<file path="src/vnep_pkg.sv">
`timescale 1ns / 1ps

package vnep_pkg;

  localparam int BYTE_W      = 8;
  localparam int MAX_RESULTS = 64;
  localparam int CNT_W       = $clog2(MAX_RESULTS + 1);

  // operation codes carried in in_tuser
  localparam logic OP_SAMPLE = 1'b0;
  localparam logic OP_READ   = 1'b1;

  // request from the controller to the pool
  typedef struct packed {
    logic              push;
    logic              pop;
    logic [BYTE_W-1:0] wdata;
  } pool_req_t;

endpackage

</file>
<file path="src/vnep_pool.sv">
`timescale 1ns / 1ps

module vnep_pool #(
  parameter int POOL_DEPTH = 64,
  parameter int PTR_W      = $clog2(POOL_DEPTH),
  parameter int FILL_W     = $clog2(POOL_DEPTH + 1)
) (
  input  logic                      clk,
  input  logic                      rst_n,
  input  vnep_pkg::pool_req_t       req,
  output logic [FILL_W-1:0]         fill,
  output logic [vnep_pkg::BYTE_W-1:0] rd_data
);
  import vnep_pkg::*;

  logic [BYTE_W-1:0] mem [POOL_DEPTH];
  logic [PTR_W-1:0]  head_r, head_nxt;
  logic [PTR_W-1:0]  tail_r, tail_nxt;
  logic [FILL_W-1:0] fill_r, fill_nxt;
  logic [BYTE_W-1:0] rd_data_r;
  logic              full;
  logic              drop;

  assign full = (fill_r == FILL_W'(POOL_DEPTH));
  // push into a full pool drops the oldest byte
  assign drop = req.push && full && !req.pop;

  // pointer and fill update with wrap at the pool depth
  always_comb begin
    head_nxt = head_r;
    tail_nxt = tail_r;
    fill_nxt = fill_r;
    if (req.pop || drop) begin
      head_nxt = (head_r == PTR_W'(POOL_DEPTH - 1)) ? '0 : head_r + PTR_W'(1);
    end
    if (req.push) begin
      tail_nxt = (tail_r == PTR_W'(POOL_DEPTH - 1)) ? '0 : tail_r + PTR_W'(1);
    end
    if (req.push && !req.pop && !full) begin
      fill_nxt = fill_r + FILL_W'(1);
    end else if (req.pop && !req.push) begin
      fill_nxt = fill_r - FILL_W'(1);
    end
  end

  always_ff @(posedge clk) begin
    if (!rst_n) begin
      head_r <= '0;
      tail_r <= '0;
      fill_r <= '0;
    end else begin
      head_r <= head_nxt;
      tail_r <= tail_nxt;
      fill_r <= fill_nxt;
    end
  end

  // byte storage, one write and one registered read port
  always_ff @(posedge clk) begin
    if (req.push) begin
      mem[tail_r] <= req.wdata;
    end
    if (req.pop) begin
      rd_data_r <= mem[head_r];
    end
  end

  assign fill    = fill_r;
  assign rd_data = rd_data_r;

endmodule

</file>
<file path="src/von_neumann_entropy_pool_core.sv">
`timescale 1ns / 1ps
// Von Neumann extractor feeding a byte pool of POOL_DEPTH entries.
// in_ channel: in_tuser[0] selects the operation (0 sample, 1 read);
//   in_tdata holds first_bit, second_bit and read_count.
// out_ channel: one transaction per popped byte, data in out_tdata,
//   out_tlast on the final byte of a read, out_tuser[0] set on the single
//   result of a read that finds nothing to give.
// cfg_we / cfg_wdata write source_enabled; samples are dropped while it is 0.
// A sample leaves in_tready high after it is accepted.
// A read of n bytes (n = min(read_count, fill, 64)) holds in_tready low
//   until its last byte is popped; the pool memory pops one byte per cycle
//   through its registered read port while the receiver keeps up; after the
//   sequencer enters ST_READ each byte passes the pool read register and the
//   output register, streaming one byte per cycle while the receiver keeps up.
// An empty read holds in_tready low while its result waits for the output
//   register.
// A stalled receiver holds the output register; the pop sequencer waits
//   behind one buffered read, so no byte is lost.
// Reset (rst_n low, synchronous) empties the pool and clears the partial
//   byte and source_enabled; stored bytes are not cleared.
module von_neumann_entropy_pool_core #(
  parameter int POOL_DEPTH = 64
) (
  input  logic        clk,
  input  logic        rst_n,
  input  logic        cfg_we,
  input  logic        cfg_wdata,
  input  logic        in_tvalid,
  output logic        in_tready,
  input  logic [15:0] in_tdata,   // first_bit, second_bit, read_count[7:0], zero pad
  input  logic [0:0]  in_tuser,   // operation
  output logic        out_tvalid,
  input  logic        out_tready,
  output logic [7:0]  out_tdata,  // data_byte
  output logic [0:0]  out_tuser,  // no_data
  output logic        out_tlast
);
  import vnep_pkg::*;

  localparam int FILL_W = $clog2(POOL_DEPTH + 1);
  localparam int CMP_W  = (FILL_W > CNT_W) ? FILL_W : CNT_W;

  localparam logic [1:0] ST_IDLE   = 2'd0;
  localparam logic [1:0] ST_READ   = 2'd1;
  localparam logic [1:0] ST_NODATA = 2'd2;

  logic [1:0]        state_r, state_nxt;
  logic              src_en_r;
  logic [BYTE_W-1:0] partial_r, partial_nxt;
  logic [2:0]        bits_r, bits_nxt;
  logic [CNT_W-1:0]  cnt_r, cnt_nxt;
  logic              s1_v_r, s1_v_nxt;
  logic              s1_last_r;
  logic              out_valid_r, out_valid_nxt;
  logic [BYTE_W-1:0] out_data_r;
  logic              out_nodata_r;
  logic              out_last_r;

  pool_req_t         req;
  logic [FILL_W-1:0] fill;
  logic [BYTE_W-1:0] rd_data;

  logic              accept;
  logic              op;
  logic              b1;
  logic              b2;
  logic [7:0]        want;
  logic [CNT_W-1:0]  lim;
  logic [CMP_W-1:0]  fill_ext;
  logic [CMP_W-1:0]  lim_ext;
  logic [CNT_W-1:0]  n_read;
  logic              keep;
  logic              out_free;
  logic              out_load;
  logic              nd_load;
  logic              rd_issue;

  // input field unpacking
  assign op   = in_tuser[0];
  assign b1   = in_tdata[0];
  assign b2   = in_tdata[1];
  assign want = in_tdata[9:2];

  assign in_tready = (state_r == ST_IDLE);
  assign accept    = in_tvalid && in_tready;

  // configuration register
  always_ff @(posedge clk) begin
    if (!rst_n) begin
      src_en_r <= 1'b0;
    end else if (cfg_we) begin
      src_en_r <= cfg_wdata;
    end
  end

  // bytes to pop: min of request, fill and the per-read cap
  assign lim      = (want > 8'(MAX_RESULTS)) ? CNT_W'(MAX_RESULTS) : want[CNT_W-1:0];
  assign fill_ext = CMP_W'(fill);
  assign lim_ext  = CMP_W'(lim);
  assign n_read   = (fill_ext < lim_ext) ? fill_ext[CNT_W-1:0] : lim;

  // output handshake and pop issue
  assign out_free = !out_valid_r || out_tready;
  assign out_load = s1_v_r && out_free;
  assign nd_load  = (state_r == ST_NODATA) && !s1_v_r && out_free;
  assign rd_issue = (state_r == ST_READ) && (!s1_v_r || out_load);

  // extractor: keep the first bit of an unequal pair
  assign keep = accept && (op == OP_SAMPLE) && src_en_r && (b1 != b2);

  always_comb begin
    partial_nxt = partial_r;
    bits_nxt    = bits_r;
    req.pop     = rd_issue;
    req.push    = 1'b0;
    req.wdata   = partial_r | (BYTE_W'(b1) << bits_r);
    if (keep) begin
      bits_nxt = bits_r + 3'd1;
      if (bits_r == 3'd7) begin
        req.push    = 1'b1;
        partial_nxt = '0;
      end else begin
        partial_nxt = partial_r | (BYTE_W'(b1) << bits_r);
      end
    end
  end

  // read sequencer
  always_comb begin
    state_nxt = state_r;
    cnt_nxt   = cnt_r;
    unique case (state_r)
      ST_IDLE: begin
        if (accept && (op == OP_READ)) begin
          if (n_read == '0) begin
            state_nxt = ST_NODATA;
          end else begin
            state_nxt = ST_READ;
            cnt_nxt   = n_read;
          end
        end
      end
      ST_READ: begin
        if (rd_issue) begin
          cnt_nxt = cnt_r - CNT_W'(1);
          if (cnt_r == CNT_W'(1)) begin
            state_nxt = ST_IDLE;
          end
        end
      end
      ST_NODATA: begin
        if (nd_load) begin
          state_nxt = ST_IDLE;
        end
      end
      default: begin
        state_nxt = ST_IDLE;
      end
    endcase
  end

  // buffered read and output register valid tracking
  always_comb begin
    s1_v_nxt = s1_v_r;
    if (rd_issue) begin
      s1_v_nxt = 1'b1;
    end else if (out_load) begin
      s1_v_nxt = 1'b0;
    end
    out_valid_nxt = out_valid_r;
    if (out_load || nd_load) begin
      out_valid_nxt = 1'b1;
    end else if (out_tready) begin
      out_valid_nxt = 1'b0;
    end
  end

  always_ff @(posedge clk) begin
    if (!rst_n) begin
      state_r     <= ST_IDLE;
      partial_r   <= '0;
      bits_r      <= '0;
      cnt_r       <= '0;
      s1_v_r      <= 1'b0;
      out_valid_r <= 1'b0;
    end else begin
      state_r     <= state_nxt;
      partial_r   <= partial_nxt;
      bits_r      <= bits_nxt;
      cnt_r       <= cnt_nxt;
      s1_v_r      <= s1_v_nxt;
      out_valid_r <= out_valid_nxt;
    end
  end

  // payload registers
  always_ff @(posedge clk) begin
    if (rd_issue) begin
      s1_last_r <= (cnt_r == CNT_W'(1));
    end
    if (out_load) begin
      out_data_r   <= rd_data;
      out_nodata_r <= 1'b0;
      out_last_r   <= s1_last_r;
    end else if (nd_load) begin
      out_data_r   <= '0;
      out_nodata_r <= 1'b1;
      out_last_r   <= 1'b1;
    end
  end

  vnep_pool #(
    .POOL_DEPTH (POOL_DEPTH)
  ) u_pool (
    .clk     (clk),
    .rst_n   (rst_n),
    .req     (req),
    .fill    (fill),
    .rd_data (rd_data)
  );

  assign out_tvalid   = out_valid_r;
  assign out_tdata    = out_data_r;
  assign out_tuser[0] = out_nodata_r;
  assign out_tlast    = out_last_r;

endmodule

</file>
<file path="config.mk">
export PLATFORM = sky130hd
export DESIGN_NAME = von_neumann_entropy_pool_core
export DESIGN_NICKNAME = d
export VERILOG_FILES = /design/src/vnep_pkg.sv /design/src/vnep_pool.sv /design/src/von_neumann_entropy_pool_core.sv
export SDC_FILE = /design/constraint.sdc
export NUM_CORES = 1
export LEC_CHECK = 0
export ABC_AREA = 1
export BUFFER_PORTS_ARGS = -buffer_cell sky130_fd_sc_hd__buf_2
export CORE_ASPECT_RATIO = 0.8
export CORE_MARGIN = 5
export CORE_UTILIZATION = 34
export CTS_BUF_LIST = sky130_fd_sc_hd__clkbuf_4 sky130_fd_sc_hd__clkbuf_8 sky130_fd_sc_hd__clkbuf_16
export DETAILED_ROUTE_END_ITERATION = 16
export PLACE_DENSITY = 0.56
export SYNTH_ARGS = -nofsm -noshare
export SYNTH_HDL_FRONTEND = slang
export SYNTH_SLANG_ARGS = --single-unit
</file>
<file path="constraint.sdc">
create_clock -name clk -period 7.2 [get_ports clk]
set_clock_uncertainty 0.2 [all_clocks]
set_input_delay 0.36 -clock clk [delete_from_list [all_inputs] [get_ports clk]]
set_output_delay 0.36 -clock clk [all_outputs]
set_load 0.03 [all_outputs]
</file>
Word-level counts from Yosys, hierarchy flattened
Memories as Yosys holds them, arrays and structs flattened. A register that Yosys moved wholly into a read port is not among the register bits.
Index checks and enable logic that the tools add are counted.
{"block": "word_totals", "ff_bits": 53, "ram_bits": 512, "inputBits": 23, "output_inout_bits": 12, "wordCells": 100, "memories": 1}
{"block": "op_classes", "add_sub_neg": 6, "magnitude_cmp": 2, "eq_ne": 13, "shifts": 1, "n_mux": 29, "bitwise": 2, "n_reduce_logical": 32}
{"name": "u_pool.mem", "depth": 64, "word_bits": 8, "read_ports": 1, "rd_ports_with_merged_regs": 1, "wr": 1, "line": "vnep_pool.sv:16", "source": "logic [BYTE_W-1:0] mem [POOL_DEPTH];"}
{"cell": "7-bit two-way mux", "count": 7}
{"cell": "8-bit two-way mux", "count": 3}
{"cell": "1-bit logical AND", "count": 14}
{"cell": "7-bit one-hot mux with 2 select lines", "count": 1}
{"cell": "7-bit by 1-bit subtractor with 7-bit output (second input constant)", "count": 2}
{"cell": "6-bit by 1-bit adder with 6-bit output (second input constant)", "count": 2}
{"cell": "6-bit equality test (second input constant)", "count": 2}
{"cell": "6-bit two-way mux", "count": 2}
{"cell": "1-bit two-way mux", "count": 10}
{"cell": "2-bit two-way mux", "count": 5}
{"cell": "2-bit nonzero test", "count": 5}
{"cell": "8-bit by 7-bit > comparator with 1-bit output (second input constant)", "count": 1}
{"cell": "8-bit OR", "count": 1}
{"cell": "4-bit AND reduction", "count": 2}
{"cell": "1-bit by 3-bit << shifter with 8-bit output", "count": 1}
{"cell": "7-bit by 1-bit adder with 7-bit output (second input constant)", "count": 1}
{"cell": "7-bit by 1-bit equality test with 1-bit output (second input constant)", "count": 1}
{"cell": "7-bit equality test (second input constant)", "count": 1}
{"cell": "7-bit zero test", "count": 1}
{"cell": "7-bit < comparator", "count": 1}
{"cell": "2-bit != test (second input constant)", "count": 3}
{"cell": "2-bit one-hot mux with 3 select lines", "count": 1}
{"cell": "1-bit zero test", "count": 5}
{"cell": "1-bit logical OR", "count": 4}
{"cell": "8 further kinds", "count": 9}

Longest topological paths before layout
{"block": "logic_depth", "word_depth": 10, "mapped_depth": 19}

By module
From an unflattened synthesis, not the netlist that was laid out.
{"block": "hier_totals", "hier_cells": 2533, "hier_area_um2": 25255.5}
{"mod": "vnep_pool", "n_inst": 1, "cells_per_inst": 2252, "area_per_inst_um2": 23207.3}
{"mod": "von_neumann_entropy_pool_core", "n_inst": 1, "cells_per_inst": 281, "area_per_inst_um2": 2048.2}

Worst setup path before layout
OpenSTA, ideal clock, no wires.
{"block": "synth_path", "kind": "register to register", "from": "register state_r[1]", "to": "register u_pool.fill_r[6], in the netlist u_pool.fill[6]", "setup_ns": 0.122, "arrival_time_ns": 2.462, "required_time_ns": 6.878, "path_slack_ns": 4.416, "stages_incl_launch_ff": 15, "path_cell_list": "dfxtp_1 > nor2_2 > nand2_1 > a211oi_2 > nand2_2 > nor2_8 > nand2_4 > ha_1 > nand2_1 > o21ai_0 > a21oi_1 > o21bai_1 > o21ai_0 > o21ai_0 > a21oi_1"}
{"block": "synth_between", "elab_chain_cells": 9, "word_cells_on_any_way": 15, "cone_classes": "1 x eq/ne; 2 x mux; 12 x reduce/logical"}
{"element": "from (decl)", "line": "von_neumann_entropy_pool_core.sv:47", "source": "logic [1:0] state_r, state_nxt;"}
{"element": "from (signal assigned)", "line": "von_neumann_entropy_pool_core.sv:187", "source": "state_r <= state_nxt;"}
{"element": "2-bit zero test *", "line": "von_neumann_entropy_pool_core.sv:84", "source": "assign in_tready = (state_r == ST_IDLE);"}
{"element": "net in_tready", "line": "von_neumann_entropy_pool_core.sv:29", "source": "output logic in_tready,"}
{"element": "1-bit logical AND *", "line": "von_neumann_entropy_pool_core.sv:85", "source": "assign accept = in_tvalid && in_tready;"}
{"element": "1-bit logical AND * (3 in series)", "line": "von_neumann_entropy_pool_core.sv:109", "source": "assign keep = accept && (op == OP_SAMPLE) && src_en_r && (b1 != b2);"}
{"element": "1-bit two-way mux *", "line": "von_neumann_entropy_pool_core.sv:117", "source": "if (keep) begin"}
{"element": "1-bit logical AND / 1-bit zero test (equally long branches)", "line": "vnep_pool.sv:39, vnep_pool.sv:41"}
{"element": "1-bit logical AND, on equally long branches", "line": "vnep_pool.sv:39, vnep_pool.sv:41"}
{"element": "7-bit two-way mux / 2-bit nonzero test (equally long branches)"}
{"element": "to (signal assigned)", "line": "vnep_pool.sv:54", "source": "fill_r <= fill_nxt;"}
{"element": "to (decl)", "line": "vnep_pool.sv:19", "source": "logic [FILL_W-1:0] fill_r, fill_nxt;"}
Mark *: on every way through the listed nets, which the timed path passes. The rest lies on a longest branch.
A chain may end at the register's enable or synchronous reset.

==> impl_metrics.csv <==
group,metric,value,unit
status,status,"completed",
setup_path,endpoint_kind,"register",
clock_network,root_buffer,"clkbuf_16",
routing,drt.antenna.violating_nets,0,
grt,antenna_found_initial,0,
logic_synthesis,synth_top_flop_cell,"edfxtp_1",
timing,finalSetupViolations,0,
power,powerDensity,314,mW/mm2
routing,first_pass_iters,5,
setup_path,arrival,3.91,ns
clock_network,htree_levels,2,
finish,n_antenna_cell,0,
finish,fin_area,0.0265,mm2
setup_path,crit_type,"reg2reg",
clock_network,cts_num_sinks,573,
timing,hold_viol,0,
setup_path,required,7.41,ns
routing,route.detailed.drc,0,
routing,wl,59.3,mm
die,die_y,245,um
logic_synthesis,synth_top_area_frac,0.677,
clock_network,cts_tree,"done",
timing,rsz0062_at_grt,"no",
finish,stdcell_count,2885,
grt,track_usage,0.154,
finish,drive_above_1_share,0.100,
finish,regArea,0.0168,mm2
routing,viasPerCell,5.27,
timing,relSlewSlack,0.227,
logic_synthesis,avgSynthCellArea,12.3,um2
clock_network,clk_path_buf_depth,3,
power,p_leak,8.75,nW
die,core_area,0.0688,mm2
routing,vias,15200,
timing,finalCritPeriodShare,0.514,
setup_path,cpPeakStageDelay,0.75,ns
placed_design,dpl.cell_count,2780,
finish,final_util,0.385,
grt,grt_pass1_vias,14400,
setup_path,crit_buf_inv,2,
timing,max_freq,270,MHz
die,io_pins,35,
logic_synthesis,ys_ff_latch,573,
clock_network,clkLatencyLatePin,0.62,ns
clock_network,numCtsBuffers,57,
timing,worst_pin_slew,1.15,ns
timing,layout_min_cycle_time,3.70,ns
job,cap_viol_max_count,0,
timing,setup_tns,0,ns
finish,multi_input_area,0.00602,mm2
placed_design,placed_cell_area,0.0245,mm2
logic_synthesis,yosys.area.top_type,"edfxtp_1",
finish,syn2layout_area_growth,12.6,%
setup_path,cpMaxStageDelayCell,"dfxtp_4",
clock_network,cts_setup_buffers,0,
routing,drt_iter0_markers,1452,
die,rows,86,
logic_synthesis,synth-async-reset-ratio,0,
grt,grt_pass1_wl,89.2,mm
die,initial_utilization,0.342,
clock_network,clk_pin_slew,0.06,ns
finish,finalNetCount,1960,
die,fp.dieW,304,um
logic_synthesis,netlist_instances,1920,
power,ir_worst_vdd,0.187,mV
routing,wl_per_cell,20.5,um
logic_synthesis,synthTopCellsByArea,"edfxtp_1 68%, o21ai_0 5.9%, nor2_1 5.9%",
grt,grt_max_degree,155,
timing,finalMaxSlewViolations,0,
setup_path,crit_family,"buffers and inverters",
placed_design,numPortBuffers,28,
logic_synthesis,yosys_warnings,0,
grt,grt-ovfl-total,0,
setup_path,critPathLaunchType,"register",
logic_synthesis,ys_seq_area_frac,0.713,
logic_synthesis,syn-num-nets,1961,
die,die_area,0.0746,mm2
logic_synthesis,ys_types,50,
placed_design,gp_congestion,0.856,
finish,fill_cells,6448,
logic_synthesis,synth_edf_count,530,
placed_design,dp_hpwl,33.8,mm
setup_path,path_cells,"buf_4 -> buf_4 -> o21ai_0 -> o221ai_1 -> nand3_1 -> nand3_1 -> o21ai_0 -> a21oi_1",
hold_path,hold_path_class,"in2reg",
logic_synthesis,synth_area,0.0235,mm2
setup_path,critPathMaxFanout,68,
state kept, by name, summed over array words and instances (netlist names), 6 cells and up:
| signal | cells |
|---|---|
| out_tdata | 8 |
| cnt_r | 7 |
| u_pool.head_r | 6 |
| partial_r | 8 |
| u_pool.rd_data | 8 |
| u_pool.fill | 7 |
| u_pool.tail_r | 6 |
| u_pool.mem | 512 |
final timing paths:
kind	start	end	slack, ns	cells past startpoint
worst max-delay path	u_pool.head_r[0]	u_pool.rd_data[1]	3.50	8
worst min-delay path	rst_n	u_pool.head_r[2]	0.03	3
worst max register to register	u_pool.head_r[0]	u_pool.rd_data[1]	3.50	8
worst min register to register	partial_r[0]	partial_r[0]	0.26	2
metal layers:
| layer | vias to the layer above | share of wire | wire length, um | track usage |
|---|---|---|---|---|
| met3 | 95 | 0.078 | 4600 | 0.0326 |
| li1 | 7059 | - | - | - |
| met1 | 7552 | 0.46 | 27100 | 0.224 |
| met4 | 0 | 0.025 | 1480 | 0.0435 |
| met5 | - | 0 | 0 | 0 |
| met2 | 498 | 0.44 | 26100 | 0.234 |
timing repair:
action                     in CTS  in global routing
hold endpoints to repair        5                  0
gates resized for setup         0                  0
setup endpoints to repair       0                  0
hold buffers                    4                  0
final cells by class:
class | instances | area share
clock buffer | 73 | 0.0604
clock inverter | 28 | 0.0111
inverter | 71 | 0.0104
multi-input combinational | 1165 | 0.227
sequential | 573 | 0.634
tap | 924 | 0.0437
timing repair buffer | 51 | 0.0131
cell usage after synthesis, types with 5 or more instances:
| cell | n |
|---|---|
| a31oi_1 | 5 |
| o211ai_1 | 11 |
| o221ai_1 | 53 |
| nand2_2 | 8 |
| buf_1 | 5 |
| nand2_1 | 141 |
| dfxtp_1 | 43 |
| ha_1 | 17 |
| nand3_1 | 67 |
| o21ai_1 | 7 |
| inv_1 | 63 |
| buf_4 | 5 |
| or2_2 | 9 |
| o22ai_1 | 75 |
| nand4_1 | 26 |
| nor2_1 | 370 |
| edfxtp_1 | 530 |
| clkbuf_1 | 73 |
| nor3_1 | 5 |
| buf_2 | 27 |
| o21ai_0 | 279 |
| nand3_4 | 8 |
| a21oi_1 | 46 |
logic make-up (layout without fill, tap and decap cells):
kind of cell / Yosys count / count (layout) / share of synthesized area
xor gates and xnor gates: 4 / 4 / 0.00149
and+or+nand+nor: 651 / 651 / 0.123
adders and majority gates: 18 / 18 / 0.00989
DFF: 573 / 573 / 0.713
AOI/OAI and AO/OA: 492 / 492 / 0.121
buffers and inverters: 182 / 223 / 0.0318
worst reg2reg max path, stage by stage, from the launching register on:
cell and delay [ns]:
dfxtp_4 0.75, buf_4 0.61, buf_4 0.67, o21ai_0 0.20, o221ai_1 0.25, nand3_1 0.19, nand3_1 0.19, o21ai_0 0.13
a21oi_1 0.29
cells in the final DEF (no fill, tap or decap), types with 40 or more instances in the layout:
cell and count:
a21oi_1 46, clkbuf_16 59, dfxtp_1 40, edfxtp_1 530, inv_1 63, nand2_1 135, nand3_1 67, nor2_1 369
o21ai_0 279, o221ai_1 53, o22ai_1 75
per-stage QoR:
| stage | power (mW) | worst slack [ns] | hold slack [ns] |
|---|---|---|---|
| 5_1_grt | 8.71 | 3.24 | 0.0566 |
| 6_report | 8.33 | 3.50 | 0.0343 |
| 2_1_floorplan | 4.93 | 4.42 | 0.229 |
| 3_5_place_dp | 5.37 | 3.48 | 0.253 |
| 4_1_cts | 8.37 | 3.47 | 0.00319 |
| 3_3_place_gp | 5.33 | 3.46 | 0.230 |
power breakdown:
| group | leakage, nW | switching (mW) | internal, mW |
|---|---|---|---|
| sequential | 5.21 | 0.103 | 3.68 |
| clock | 0.941 | 1.24 | 1.77 |
| combinational | 2.60 | 1.07 | 0.466 |
No activity file was read; power rests on OpenSTA's default activity.
